===== config.mk =====
export PLATFORM = sky130hd
export DESIGN_NAME = websocket_frame_deframer_unmask_top_flat
export DESIGN_NICKNAME = d
export VERILOG_FILES = /design/src/sv/wsd_pkg.sv /design/src/sv/wsd_raw_if.sv /design/src/sv/wsd_frame_if.sv /design/src/sv/wsd_parser.sv /design/src/sv/wsd_out_stage.sv /design/src/sv/websocket_frame_deframer_unmask_top.sv /design/src/flat_wrapper.sv
export VERILOG_INCLUDE_DIRS = /design/src /design/src/sv
export SDC_FILE = /design/constraint.sdc
export NUM_CORES = 1
export LEC_CHECK = 0
export BUFFER_PORTS_ARGS = -buffer_cell sky130_fd_sc_hd__buf_4
export CAP_MARGIN = 20
export CELL_PAD_IN_SITES_DETAIL_PLACEMENT = 1
export CELL_PAD_IN_SITES_GLOBAL_PLACEMENT = 1
export CORE_ASPECT_RATIO = 0.5
export CORE_MARGIN = 3
export CORE_UTILIZATION = 45
export CTS_CLUSTER_DIAMETER = 40
export CTS_CLUSTER_SIZE = 28
export DETAILED_ROUTE_END_ITERATION = 8
export GPL_TIMING_DRIVEN = 0
export HOLD_SLACK_MARGIN = 0.1
export PLACE_DENSITY = 0.88
export SLEW_MARGIN = 10
export SYNTH_ARGS = -nofsm -noshare
export SYNTH_HDL_FRONTEND = slang
export SYNTH_SLANG_ARGS = --single-unit

===== constraint.sdc =====
create_clock -name clk -period 7.7 [get_ports clk]
set_clock_uncertainty 0.15 [all_clocks]
set_input_delay 0.385 -clock clk [delete_from_list [all_inputs] [get_ports clk]]
set_output_delay 0.385 -clock clk [all_outputs]
set_load 0.01 [all_outputs]

===== src/sv/assert_macros.svh =====
// assertion helpers, clocked on clk and quiet while arst_n is low
`ifndef ASSERT_MACROS_SVH
`define ASSERT_MACROS_SVH

// same-cycle implication
`define WSD_ASSERT_SAME(lbl, ante, cons) \
	lbl: assert property (@(posedge clk) disable iff (!arst_n) (ante) |-> (cons)) \
		else $error("wsd check failed");

// next-cycle implication
`define WSD_ASSERT_NEXT(lbl, ante, cons) \
	lbl: assert property (@(posedge clk) disable iff (!arst_n) (ante) |=> (cons)) \
		else $error("wsd check failed");

`endif


===== src/sv/wsd_pkg.sv =====
`default_nettype none
package wsd_pkg;

	// 7-bit length codes that select an extended length field
	localparam logic [6:0] LEN_CODE_EXT16 = 7'd126;
	localparam logic [6:0] LEN_CODE_EXT64 = 7'd127;

	// byte count of the 16-bit extended length and index of the last mask byte
	localparam logic [2:0] EXT16_BYTES = 3'd2;
	localparam logic [2:0] MASK_LAST_IDX = 3'd3;

	// per-request decision handed from the parser to the output stage
	typedef struct packed {
		logic       valid;
		logic [7:0] data;
		logic [7:0] key;
		logic       masked;
		logic [3:0] opcode;
		logic       fin;
		logic       empty;
		logic       last;
	} wsd_res_t;

endpackage
`default_nettype wire


===== src/sv/wsd_raw_if.sv =====
`default_nettype none
interface wsd_raw_if;
	logic       valid;
	logic       ready;
	logic [7:0] in_byte;

	modport source (output valid, output in_byte, input ready);
	modport sink (input valid, input in_byte, output ready);
endinterface
`default_nettype wire


===== src/sv/wsd_frame_if.sv =====
`default_nettype none
interface wsd_frame_if;
	logic       valid;
	logic       ready;
	logic [7:0] payload_byte;
	logic [3:0] frame_opcode;
	logic       final_fragment;
	logic       was_masked;
	logic       empty_frame;
	logic       last;

	modport source (
		output valid, output payload_byte, output frame_opcode, output final_fragment,
		output was_masked, output empty_frame, output last, input ready
	);
	modport sink (
		input valid, input payload_byte, input frame_opcode, input final_fragment,
		input was_masked, input empty_frame, input last, output ready
	);
endinterface
`default_nettype wire


===== src/sv/wsd_parser.sv =====
`default_nettype none
module wsd_parser import wsd_pkg::*; (
	input  wire logic       clk,
	input  wire logic       arst_n,
	input  wire logic       fire,
	input  wire logic [7:0] in_byte,
	output wsd_res_t        res
);

	typedef enum logic [2:0] {
		PH_HDR0    = 3'd0,
		PH_HDR1    = 3'd1,
		PH_EXT16   = 3'd2,
		PH_EXT64   = 3'd3,
		PH_MASK    = 3'd4,
		PH_PAYLOAD = 3'd5
	} phase_t;

	phase_t          phase_q, phase_d;
	logic [2:0]      cnt_q, cnt_d;
	logic            fin_q, fin_d;
	logic [3:0]      op_q, op_d;
	logic            mask_q, mask_d;
	logic [63:0]     len_q, len_d;
	logic [3:0][7:0] key_q, key_d;
	logic [1:0]      pos_q, pos_d;

	always_comb begin
		logic [2:0] cnt_inc;
		logic [6:0] len7;
		logic       len_done;
		logic       hdr_done;
		phase_d  = phase_q;
		cnt_d    = cnt_q;
		fin_d    = fin_q;
		op_d     = op_q;
		mask_d   = mask_q;
		len_d    = len_q;
		key_d    = key_q;
		pos_d    = pos_q;
		res      = '0;
		cnt_inc  = cnt_q + 3'd1;
		len7     = in_byte[6:0];
		len_done = 1'b0;
		hdr_done = 1'b0;
		unique case (phase_q)
			PH_HDR1: begin
				mask_d = in_byte[7];
				cnt_d  = 3'd0;
				if (len7 == LEN_CODE_EXT16) begin
					len_d   = '0;
					phase_d = PH_EXT16;
				end else if (len7 == LEN_CODE_EXT64) begin
					len_d   = '0;
					phase_d = PH_EXT64;
				end else begin
					len_d    = {57'd0, len7};
					len_done = 1'b1;
				end
			end
			PH_EXT16, PH_EXT64: begin
				// big-endian: shift in low byte
				len_d = {len_q[55:0], in_byte};
				cnt_d = cnt_inc;
				if ((phase_q == PH_EXT16 && cnt_inc == EXT16_BYTES) ||
				    (phase_q == PH_EXT64 && cnt_inc == 3'd0)) begin
					len_done = 1'b1;
				end
			end
			PH_MASK: begin
				key_d[cnt_q[1:0]] = in_byte;
				cnt_d = cnt_inc;
				if (cnt_q == MASK_LAST_IDX) begin
					hdr_done = 1'b1;
				end
			end
			PH_PAYLOAD: begin
				len_d = len_q - 64'd1;
				if (mask_q) begin
					pos_d = pos_q + 2'd1;
				end
				res.valid = 1'b1;
				res.data  = in_byte;
				res.key   = key_q[pos_q];
				res.last  = (len_q == 64'd1);
				if (res.last) begin
					phase_d = PH_HDR0;
				end
			end
			default: begin
				// first header byte; unused codes land here as well
				fin_d   = in_byte[7];
				op_d    = in_byte[3:0];
				cnt_d   = 3'd0;
				phase_d = PH_HDR1;
			end
		endcase
		if (len_done) begin
			cnt_d = 3'd0;
			if (mask_d) begin
				phase_d = PH_MASK;
			end else begin
				hdr_done = 1'b1;
			end
		end
		if (hdr_done) begin
			pos_d = 2'd0;
			cnt_d = 3'd0;
			if (len_d == 64'd0) begin
				res.valid = 1'b1;
				res.empty = 1'b1;
				res.last  = 1'b1;
				phase_d   = PH_HDR0;
			end else begin
				phase_d = PH_PAYLOAD;
			end
		end
		res.opcode = op_d;
		res.fin    = fin_d;
		res.masked = mask_d;
	end

	always_ff @(posedge clk or negedge arst_n) begin
		if (!arst_n) begin
			phase_q <= PH_HDR0;
			cnt_q   <= '0;
			fin_q   <= 1'b0;
			op_q    <= '0;
			mask_q  <= 1'b0;
			len_q   <= '0;
			key_q   <= '0;
			pos_q   <= '0;
		end else if (fire) begin
			phase_q <= phase_d;
			cnt_q   <= cnt_d;
			fin_q   <= fin_d;
			op_q    <= op_d;
			mask_q  <= mask_d;
			len_q   <= len_d;
			key_q   <= key_d;
			pos_q   <= pos_d;
		end
	end

endmodule
`default_nettype wire


===== src/sv/wsd_out_stage.sv =====
`default_nettype none
module wsd_out_stage import wsd_pkg::*; (
	input  wire logic     clk,
	input  wire logic     arst_n,
	input  wire logic     load,
	input  wire wsd_res_t res,
	wsd_frame_if.source   frame
);

	logic       valid_q;
	logic [7:0] byte_q;
	logic [3:0] op_q;
	logic       fin_q;
	logic       masked_q;
	logic       empty_q;
	logic       last_q;

	always_ff @(posedge clk or negedge arst_n) begin
		if (!arst_n) begin
			valid_q <= 1'b0;
		end else if (load) begin
			valid_q <= res.valid;
		end else if (frame.ready) begin
			valid_q <= 1'b0;
		end
	end

	// unmask on the way into the result register
	always_ff @(posedge clk) begin
		if (load && res.valid) begin
			byte_q   <= res.masked ? (res.data ^ res.key) : res.data;
			op_q     <= res.opcode;
			fin_q    <= res.fin;
			masked_q <= res.masked;
			empty_q  <= res.empty;
			last_q   <= res.last;
		end
	end

	assign frame.valid          = valid_q;
	assign frame.payload_byte   = byte_q;
	assign frame.frame_opcode   = op_q;
	assign frame.final_fragment = fin_q;
	assign frame.was_masked     = masked_q;
	assign frame.empty_frame    = empty_q;
	assign frame.last           = last_q;

endmodule
`default_nettype wire


===== src/sv/websocket_frame_deframer_unmask_top.sv =====
// channel  | modport | payload                                         | per request
// raw      | sink    | in_byte                                         | one link byte
// frame    | source  | payload_byte frame_opcode final_fragment        | zero or one result
//          |         | was_masked empty_frame last                     |
//
// one byte per cycle while frame accepts; every byte is decided in the cycle it is taken
// a result shows on frame in the cycle after the byte that caused it
// header bytes produce nothing; a zero-length frame gives one empty result
// raw.ready drops only while a result sits in the output register unaccepted
// arst_n clears the parser to expect the first header byte
`default_nettype none
`include "assert_macros.svh"
module websocket_frame_deframer_unmask_top import wsd_pkg::*; (
	input  wire logic   clk,
	input  wire logic   arst_n,
	wsd_raw_if.sink     raw,
	wsd_frame_if.source frame
);

	wsd_res_t res;
	logic     fire;

	// output register free now or emptying this cycle
	assign raw.ready = !frame.valid || frame.ready;
	assign fire      = raw.valid && raw.ready;

	// header parse, length count and key select
	wsd_parser u_parser (
		.clk     (clk),
		.arst_n  (arst_n),
		.fire    (fire),
		.in_byte (raw.in_byte),
		.res     (res)
	);

	// xor and result register
	wsd_out_stage u_out (
		.clk    (clk),
		.arst_n (arst_n),
		.load   (fire),
		.res    (res),
		.frame  (frame)
	);

	// an accepted byte that yields a result must show it next cycle
	`WSD_ASSERT_NEXT(a_result_appears, fire && res.valid, frame.valid)
	// empty frames carry a zero byte and close the frame
	`WSD_ASSERT_SAME(a_empty_shape, frame.valid && frame.empty_frame,
		frame.last && frame.payload_byte == 8'd0)
	// a result that is not last is never an empty frame
	`WSD_ASSERT_SAME(a_mid_not_empty, frame.valid && !frame.last, !frame.empty_frame)
	// a held result blocks the input side
	`WSD_ASSERT_SAME(a_stall_blocks, frame.valid && !frame.ready, !raw.ready)

endmodule
`default_nettype wire


===== src/flat_wrapper.sv =====
// flat-port wrapper written by rule: the top's interface ports become plain ports
module websocket_frame_deframer_unmask_top_flat import wsd_pkg::*;
  (clk, arst_n, raw_valid, raw_in_byte, raw_ready, frame_valid, frame_payload_byte, frame_frame_opcode, frame_final_fragment, frame_was_masked, frame_empty_frame, frame_last, frame_ready);
  wsd_raw_if raw_i ();
  wsd_frame_if frame_i ();
  input  wire logic clk;
  input  wire logic arst_n;
  input wire logic [$bits(raw_i.valid)-1:0] raw_valid;
  input wire logic [$bits(raw_i.in_byte)-1:0] raw_in_byte;
  output wire logic [$bits(raw_i.ready)-1:0] raw_ready;
  output wire logic [$bits(frame_i.valid)-1:0] frame_valid;
  output wire logic [$bits(frame_i.payload_byte)-1:0] frame_payload_byte;
  output wire logic [$bits(frame_i.frame_opcode)-1:0] frame_frame_opcode;
  output wire logic [$bits(frame_i.final_fragment)-1:0] frame_final_fragment;
  output wire logic [$bits(frame_i.was_masked)-1:0] frame_was_masked;
  output wire logic [$bits(frame_i.empty_frame)-1:0] frame_empty_frame;
  output wire logic [$bits(frame_i.last)-1:0] frame_last;
  input wire logic [$bits(frame_i.ready)-1:0] frame_ready;
  assign raw_i.valid = raw_valid;
  assign raw_i.in_byte = raw_in_byte;
  assign raw_ready = raw_i.ready;
  assign frame_valid = frame_i.valid;
  assign frame_payload_byte = frame_i.payload_byte;
  assign frame_frame_opcode = frame_i.frame_opcode;
  assign frame_final_fragment = frame_i.final_fragment;
  assign frame_was_masked = frame_i.was_masked;
  assign frame_empty_frame = frame_i.empty_frame;
  assign frame_last = frame_i.last;
  assign frame_i.ready = frame_ready;
  websocket_frame_deframer_unmask_top u_core (.clk(clk), .arst_n(arst_n), .raw(raw_i), .frame(frame_i));
endmodule

* Word level (Yosys, flattened, before mapping)
Index checks and enable logic that the tools add are counted.
** Cells by class
- Bitwise operators :: 1
- Equality and inequality tests :: 11
- Multiplexer cells :: 42
- Magnitude comparators :: 3
- Add/sub/neg operators :: 3
- Reduce and logical (&&, ||, !) cells :: 19
** Operators with widths (number)
- case mux 64 bit (3 select lines) :: 1
- == test 64 x 1 -> 1 bit, second input constant :: 1
- logical NOT 64 bit :: 1
- subtractor 64 x 1 -> 64 bit, second input constant :: 1
- bitwise mux 32 bit :: 1
- two-way mux 3 bit :: 9
- two-way mux 8 bit :: 3
- two-way mux 17 bit :: 1
- binary-select mux 8 bit (select 2 bit) :: 1
- demux 8 bit (select 2 bit) :: 1
- two-way mux 1 bit :: 15
- == test 7 bit, second input constant :: 2
- two-way mux 7 bit :: 2
- == test 3 x 2 -> 1 bit, second input constant :: 4
- case mux 3 bit (3 select lines) :: 1
- two-way mux 2 bit :: 4
- bitwise XOR 8 bit :: 1
- == test 3 bit, second input constant :: 2
- less-than comparator 2 x 3 -> 1 bit, second input constant :: 2
- case mux 3 bit (2 select lines) :: 1
- nonzero test 2 bit :: 3
- logical AND 1 bit :: 5
- OR reduction 5 bit :: 1
- two-way mux 4 bit :: 1
- 13 further kinds :: 15
** Word-level totals
- Output and inout port bits :: 18
- Bits of input ports :: 12
- Register bits after elaboration :: 127

* Depth between registers and ports, before layout
Gate-level depths: netlist of run 1.
- Word-level depth :: 9
- Depth in mapped cells :: 14
- Mapped depth without buffers :: 12

* Cells and area by module
Synthesis of run 1 repeated with hierarchy kept, for this count alone.
** Second synthesis, totals
- Cell total of the unflattened synthesis :: 1064
- Area, all modules :: 9082.5 µm²
** Modules (own cells, without submodules)
- wsd_parser :: area an instance 8335.5 µm², instances 1, sequential area each 2752.6 µm², cells each 1025
- wsd_out_stage :: area an instance 724.4 µm², instances 1, sequential area each 505.5 µm², cells each 37
- websocket_frame_deframer_unmask_top :: area an instance 22.5 µm², instances 1, sequential area each 0.0 µm², cells each 2

* Least setup slack after synthesis of run 1
No wires, ideal clock.
- Path kind :: flip-flop to flip-flop
- Start :: reg u_core.u_parser.len_q[0]
- End :: reg u_core.u_out.empty_q, in the netlist u_core.u_out.frame.empty_frame (enable)
- Clock period less this slack :: 4.813 ns
- Data arrival time :: 4.269 ns
- Stages on the path, launching flop included :: 15
- Slack :: 2.887 ns
- Data required time :: 7.156 ns
- Setup time :: 0.394 ns
- Path through :: dfrtp_1 clkbuf_1 inv_1 ha_1 or4b_2 or4_1 clkbuf_1 a32oi_1 o21a_1 o211ai_1 or4_1 nor4_1 nand4_1 or2_4 a21oi_1
** On the way
- Longest elaborated chain between the ends :: 6
** RTL lines
- start: declaration :: line wsd_parser.sv:24 : logic [63:0] len_q, len_d;
- start signal: assignment :: line wsd_parser.sv:139 : len_q <= len_d;
- subtractor 64 x 1 -> 64 bit :: line wsd_parser.sv:78 : len_d = len_q - 64'd1;
- case mux 64 bit (3 select lines) (*) :: line wsd_parser.sv:46 : unique case (phase_q)
- logical NOT 64 bit (*) :: line wsd_parser.sv:109 : if (len_d == 64'd0) begin
- two-way mux 1 bit (*) :: line wsd_parser.sv:109
- two-way mux 1 bit (*) :: line wsd_parser.sv:106 : if (hdr_done) begin
- logical AND 1 bit (*) :: line wsd_out_stage.sv:30 : if (load && res.valid) begin
- end signal: assignment :: line wsd_out_stage.sv:35 : empty_q <= res.empty;
- end: declaration :: line wsd_out_stage.sv:15 : logic empty_q;
Every way passes the cells marked *; elsewhere a longest branch is shown, timed or not.
A chain may end at the register's enable or synchronous reset.

* Final worst setup path of run 1
- Start :: reg u_core.u_parser.phase_q[2]
- End :: reg u_core.u_out.fin_q, in the netlist u_core.u_out.frame.final_fragment (enable)
** On the way
- Longest elaborated chain between the ends :: 8
- Elaborated cells between the ends (all ways) :: 21
- Classes of those cells :: 5 x eq/ne; 10 x mux; 6 x reduce/logical
** RTL lines
- start: declaration :: line wsd_parser.sv:19 : phase_t phase_q, phase_d;
- start signal: assignment :: line wsd_parser.sv:134 : phase_q <= phase_d;
- branches (longest 6 deep; another with case mux 64 bit (3 select lines))
- two-way mux 1 bit (*) :: line wsd_parser.sv:106
- logical AND 1 bit (*) :: line wsd_out_stage.sv:30
- end signal: assignment :: line wsd_out_stage.sv:33 : fin_q <= res.fin;
- end: declaration :: line wsd_out_stage.sv:13 : logic fin_q;
Mark *: on every way between the ends.

==> results of run 1 <==
==> how the worst min path moves through the flow <==
stage	depth (start not counted)	slack, ns	endpoint
3_5_place_dp	1	0.19	u_core.u_parser.key_q[3]
2_1_floorplan	0	-0.06	u_core.u_out.frame.valid
6_report	2	0.11	u_core.u_parser.key_q[20]
4_1_cts	2	0.10	u_core.u_parser.key_q[20]
5_1_grt	2	0.12	u_core.u_parser.key_q[20]
3_3_place_gp	2	0.30	u_core.u_parser.fin_q
==> report_power, final <==
| part | internal [mW] | leakage (nW) | switching [mW] |
|---|---|---|---|
| clock | 0.469 | 0.274 | 0.381 |
| sequential | 0.900 | 1.56 | 0.257 |
| combinational | 0.496 | 2.11 | 1.06 |
| total | 1.87 | 3.94 | 1.70 |
==> per-layer routing <==
layer,vias to the layer above,share of wire [%]
li1,4077,-
met1,5195,40
met5,-,0.027
met4,2,4.5
met3,217,15
met2,922,41
==> timing repair <==
item	in CTS	in global routing
hold buffers	1	0
resized for setup	0	0
buffers inserted	0	0
hold endpoints to repair	43	0
==> logic make-up (layout without fill, tap and decap cells) <==
family / Yosys count / in the layout / share of synthesized area [%]
compound gates: 253 / 253 / 18.5
xor+xnor: 20 / 20 / 1.96
fa+ha+maj: 9 / 9 / 1.26
buf+inv: 116 / 177 / 5.04
flops: 127 / 127 / 36.5
mux: 73 / 73 / 9.88
other cells: 0 / 1 / 0
simple gates: 476 / 476 / 26.9
==> sequential cells by signal, indices dropped and copies added, names as in the netlist, 2 cells and up <==
name / count
u_core.u_parser.cnt_q: 3
u_core.u_parser.len_q: 64
u_core.u_out.frame.frame_opcode: 4
u_core.u_parser.phase_q: 3
u_core.u_parser.op_q: 4
u_core.u_out.frame.payload_byte: 8
u_core.u_parser.key_q: 32
u_core.u_parser.pos_q: 2
==> synth_stat cells, types with 8 or more instances <==
| master | number |
|---|---|
| edfxtp_1 | 16 |
| mux2i_1 | 25 |
| clkbuf_1 | 83 |
| nor2b_1 | 14 |
| xnor2_1 | 13 |
| nand4_1 | 24 |
| inv_1 | 20 |
| nor3_1 | 38 |
| nand3_1 | 30 |
| a22o_1 | 12 |
| o21ai_0 | 91 |
| nand2_1 | 171 |
| or4_1 | 14 |
| mux4_2 | 8 |
| ha_1 | 9 |
| a22oi_1 | 11 |
| a32oi_1 | 9 |
| a31oi_1 | 16 |
| nand2b_1 | 13 |
| and3_1 | 9 |
| dfrtp_1 | 111 |
| or3_1 | 11 |
| nor2_1 | 71 |
| nor4_1 | 40 |
| a21oi_1 | 42 |
| mux2_2 | 40 |
==> worst reg2reg max path, stage by stage, from the launching register on <==
cell,delay [ns]
dfrtp_1,0.35
clkbuf_1,0.44
clkbuf_1,0.59
clkbuf_1,0.79
clkbuf_1,0.72
o21ai_0,0.24
o31a_1,0.17
a211o_1,0.34
nor3_1,0.22
nand4_1,0.17
nor4_1,0.28
nand4_1,0.37
or2_4,0.39
a21oi_2,0.44
buf_6,0.25
==> cell type report <==
class | instances | area [µm²] | share of cell area [%]
multi-input cells | 831 | 5220 | 51.8
flip-flops and latches | 127 | 3260 | 32.3
clock buffers | 19 | 454 | 4.50
plain buffers | 96 | 374 | 3.71
well taps | 259 | 324 | 3.21
repair buffers | 29 | 245 | 2.43
clock inverters | 13 | 129 | 1.28
inverters | 20 | 75.1 | 0.745
diodes | 1 | 2.50 | 0.0248
==> per-stage QoR <==
stage,instances,hold WS (ns),util (%),total power [mW],cell area [µm²]
floorplan,1074,-0.0606,-,1.95,8920
global placement,1357,0.304,49.8,2.46,9420
detailed placement,1360,0.191,50.1,2.57,9480
CTS,1393,0.100,53.3,3.45,10100
global route,1394,0.116,53.3,3.66,10100
finish,1395,0.112,53.3,3.56,10100
==> summary.txt, run 1 <==
Status
  – Outcome: complete, no violations

GRT
  – Largest net degree at the start of global routing: 69
  – Met2 Track Usage GR: 61.7%
  – GRT busiest layer: met2
  – Global route overflow: 0
  – Tot GR Track Use: 44.3%
  – Initial antenna violation count: 1
  – First-pass GRT wire length: about 70000 µm
  – Vias in the first global route: 10.3k
  – Met1 Use GR: approximately 60%
  – Met3 usage: between 10% and 20%

Timing
  – Worst-margin pin slew: around 1.1 ns
  – RSZ-0062 raised after global routing: no
  – Final setup violation count: 0
  – Slew Limit Fails: 0
  – Final worst path period need: ~6.2 ns
  – Relative slew slack: between 20% and 30%
  – Final period util: between 80 and 90%
  – Fin. Hold Viols: 0
  – Setup tns final: 0 ns
  – Final worst slack: 1.50 ns
  – Max Freq: between 150 and 200 MHz

Die
  – Die H: 106 µm
  – Starting density of the core: 47.1%
  – Core area: around 19000 µm²
  – Ports: 30
  – Row count: 35
  – Die width: slightly above 200 µm
  – Die Area: 21600 µm²

Detailed routing
  – Vias: 10.4k
  – Initial DRC count: roughly 1.5k
  – DRT antenna net count: 0
  – # DRC: 0
  – Routed len/inst: around 34 µm
  – Vias/cell: ~7.5
  – Final wirelength: approximately 48000 µm
  – Detailed Routing Iterations Pass 1: 6

Placement
  – Buffers on Ports: 24
  – RePlAce Congestion: approximately 1.0
  – Pre-CTS setup slack: around 2.1 ns
  – Detail Placement HPWL: approximately 33000 µm

Critical path
  – Slowest cell on crit path: clkbuf_1
  – CP Launch Type: flip-flop
  – CP Capture Point: u_core.u_out.frame.final_fragment
  – CP required: around 7.7 ns
  – Reg2Reg Capture Point: u_core.u_out.frame.final_fragment
  – Critical Path End Type: flip-flop
  – Peak fanout along the critical path: 10
  – WP buf/inv: 5
  – CP Data Arrival Time: 6.22 ns
  – CP most frequent cell: clkbuf_1
  – R2R cell count: 14
  – Setup CP Type: flip-flop to flip-flop
  – CP Cell Sequence: clkbuf_1 -> clkbuf_1 -> clkbuf_1 -> clkbuf_1 -> o21ai_0 -> o31a_1 -> a211o_1 -> nor3_1 -> nand4_1 -> nor4_1 -> nand4_1 -> or2_4 -> a21oi_2 -> buf_6
  – Setup slack, reg-to-reg: ~1.5 ns
  – Slowest stage delay, CP: slightly below 0.8 ns
  – RR Startpoint: u_core.u_parser.phase_q[2]
  – Delay-heaviest family, CP: buffers and inverters
  – Crit path launch: u_core.u_parser.phase_q[2]
  – Stages on the worst setup path: 14

Synthesis
  – Yosys top cell area share: between 30% and 40%
  – Post-Syn Instances: ~1.1k
  – EDFF count, synth: 16
  – Area contributors post-synth: dfrtp_1, nand2_1, edfxtp_1
  – Async SR Flop Fraction: 87.4%
  – Syn Std Cell Area: 8920 µm²
  – Register area share after synthesis: a little over a third
  – Top_reg_cell synth: dfrtp_1
  – Yosys top cell by area: dfrtp_1
  – Cell variety after synth: 74
  – Synth Register Bits: 127
  – Syn_area_per_cell: about 8.3 µm²
  – Net Count, Synth: 1095
  – Yosys warns: 0

Clocking
  – Max clock buf depth: 2
  – Clock slew at reported path FFs: 0.07 ns
  – Clk_lat worst skew: between 0.4 and 0.5 ns
  – CTS root buf: clkbuf_16
  – CTS buffer count: 17
  – CTS tree: done
  – Clk sinks: approximately 130
  – CTS H-tree lvls: 4

Layout
  – Share of cells above drive strength 1: 11.7%
  – Commonest cells after routing, fill and taps aside: nand2_1, dfrtp_1, o21ai_0
  – Nets: roughly 1.1k
  – Commonest non-fill, non-tap cell in the layout: nand2_1
  – Synthesis-to-layout area growth: 13.1%
  – Layout fillers: about 2.2k

Min path
  – Hold crit path type: input pin to flip-flop
  – Hold path startpoint: raw_in_byte[4]

Pwr
  – P per Cell Area: between 300 and 400 nW/µm²
  – P_leak: between 3 and 4 nW
  – Worst vdd ir: approximately 0.15 mV

Run
  – Max Cap Violations: 0
Power figures use the tool's default switching activity.
==> inputs of run 2 (changes only) <==
==> constraint.sdc (replaced) <==
create_clock -name clk -period 6.1 [get_ports clk]
set_clock_uncertainty 0.15 [all_clocks]
set_input_delay 0.305 -clock clk [delete_from_list [all_inputs] [get_ports clk]]
set_output_delay 0.305 -clock clk [all_outputs]
set_load 0.01 [all_outputs]
==> run 2 against run 1 <==
Sequential share of layout area shrank 0.080 points. Hold slack gained 0.061 ns. Sequential cell count is the same. Combinational power grew 26%. First-iteration DRC count grew 4.2%. Critical path depth shrank 1. Non-clock buffer count grew 2. Register-to-register slack lost 1.4 ns. Count of clock-buffer cells in the layout is the same. Cell area grew 0.25%. Wire length shrank 0.22%. Critical path type unchanged. Critical endpoint unchanged. Largest cell class unchanged. Largest power group unchanged.
==> summary.txt, run 2 (synthesized netlist as in run 1, its figures left out) <==
Status
  – Outcome: complete, no violations

Detailed routing
  – Vias: about 10k
  – Initial DRC count: about 1.6k
  – Detailed Routing Iterations Pass 1: 6
  – Routed len/inst: about 34 µm
  – # DRC: 0
  – DRT antenna net count: 0
  – Final wirelength: approximately 48000 µm
  – Vias/cell: 7.38

Timing
  – Slew Limit Fails: 0
  – Final setup violation count: 0
  – Final worst path period need: 6.00 ns
  – Final worst slack: between 0.09 and 0.1 ns
  – Setup tns final: 0 ns
  – Fin. Hold Viols: 0
  – RSZ-0062 raised after global routing: no
  – Relative slew slack: 23.0%
  – Final period util: 98.4%
  – Worst-margin pin slew: 1.16 ns
  – Max Freq: approximately 170 MHz

Layout
  – Largest register by flop count: u_core.u_parser.len_q
  – Ant diodes: 0
  – Post-route non-filler standard cell count: approximately 1.4k
  – Share of cells above drive strength 1: 11.8%
  – Final instance area: around 10000 µm²
  – Nets: about 1.1k
  – Synthesis-to-layout area growth: 13.3%
  – Commonest cells after routing, fill and taps aside: nand2_1, dfrtp_1, o21ai_0
  – Commonest non-fill, non-tap cell in the layout: nand2_1
  – Max FFs per register: 64

GRT
  – Initial antenna violation count: 1
  – Met3 usage: 16.6%
  – GRT busiest layer: met2
  – Vias in the first global route: about 10k
  – Tot GR Track Use: around 44%
  – Met2 Track Usage GR: 61.6%
  – Met1 Use GR: between 60% and 70%
  – Largest net degree at the start of global routing: ~70
  – Global route overflow: 0
  – First-pass GRT wire length: 69800 µm

Placement
  – RePlAce Congestion: about 1.0
  – Buffers on Ports: 24
  – Detail Placement HPWL: 33200 µm
  – Pre-CTS setup slack: 0.452 ns
  – Post-Place Cell Area: 9480 µm²
  – Placed insts: about 1.4k

Pwr
  – P_leak: 3.96 nW
  – P per Cell Area: around 450 nW/µm²
  – Worst vdd ir: roughly 0.18 mV
  – Total Power: 4.50 mW

Die
  – Row count: 35
  – Starting density of the core: 47.1%
  – Core area: 18900 µm²
  – Die width: between 200 and 250 µm
  – Die H: around 110 µm
  – Die Area: 21600 µm²
  – Ports: 30

Critical path
  – Critical Path End Type: flip-flop
  – Setup CP Type: flip-flop to flip-flop
  – CP required: approximately 6.1 ns
  – CP Launch Type: flip-flop
  – CP Data Arrival Time: between 6 and 7 ns
  – Peak fanout along the critical path: 10

Run
  – Max Cap Violations: 0

Clocking
  – CTS buffer count: 17
  – CTS root buf: clkbuf_16
  – Clock slew at reported path FFs: around 0.06 ns
  – Max clock buf depth: 2
  – Clk_lat worst skew: between 0.4 and 0.5 ns
  – CTS tree: done
  – Post-CTS setup buffers: 0
  – CTS H-tree lvls: 4
  – Clk sinks: 127

Min path
  – Hold crit path type: input pin to flip-flop
run 2: cell count changes in the layout (fill, tap and decap cells not counted):
cell | before | now
clkbuf_1 | 84 | 82
dlygate4sd3_1 | 1 | 3
clkbuf_2 | 0 | 1
clkdlybuf4s15_1 | 0 | 1
diode_2 | 1 | 0
run 2: what timing repair did:
| action | 4_1_cts | 5_1_grt |
|---|---|---|
| endpoints found under the setup margin | 0 | 10 |
| hold buffers | 3 | 0 |
| endpoints found under the hold margin | 94 | 0 |
| gates resized for setup | 0 | 4 |
run 2: report_power, final:
group / leakage (nW) / switching (mW) / internal [mW]
logic: 2.13 / 1.34 / 0.628
registers: 1.56 / 0.321 / 1.14
clock network: 0.274 / 0.484 / 0.592
total: 3.96 / 2.15 / 2.36
run 2: cell type report:
class,count,area (µm²)
sequential,127,3260
multi-input combinational,831,5220
clock buffer,19,454
clock inverter,13,129
timing repair buffer,31,265
tap,259,324
buffer,96,382
inverter,20,75.1
fill,2235,8810
run 2: worst paths after layout:
path / startpoint / to / slack (ns) / depth (start not counted)
setup / recovery: u_core.u_parser.len_q[4] / u_core.u_out.frame.final_fragment / 0.1 / 13
hold / removal: raw_in_byte[6] / u_core.u_out.frame.payload_byte[6] / 0.17 / 3
setup reg to reg: u_core.u_parser.len_q[4] / u_core.u_out.frame.final_fragment / 0.1 / 13
hold reg to reg: u_core.u_parser.op_q[3] / u_core.u_parser.op_q[3] / 0.34 / 2
max in group asynchronous: arst_n / u_core.u_parser.len_q[31] / 4.83 / 3
min in group asynchronous: arst_n / u_core.u_parser.key_q[28] / 0.20 / 2
run 2: worst max-delay path: stages (launching register included):
cell and delay [ns]:
dfrtp_1 0.37, clkbuf_1 0.27, nor4_1 0.85, nand4_1 0.57
clkbuf_1 0.50, o211ai_1 0.38, o211ai_1 0.25, a2111oi_0 0.47
nand4_1 0.22, nor4_1 0.26, nand4_1 0.35, or2_4 0.38
a21oi_2 0.43, buf_6 0.25
run 2: per-layer routing:
layer	vias to the layer above	share of wire [%]
li1	4070	-
met1	5108	40
met2	903	40
met3	213	14
met4	4	4.7
met5	-	0.15
run 2: per-stage QoR:
stage	utilization, %	hold slack (ns)
3_5_place_dp	50.1	0.111
4_1_cts	53.4	0.150
6_report	53.4	0.173
2_1_floorplan	-	-0.141
5_1_grt	53.4	0.167
3_3_place_gp	49.8	0.304
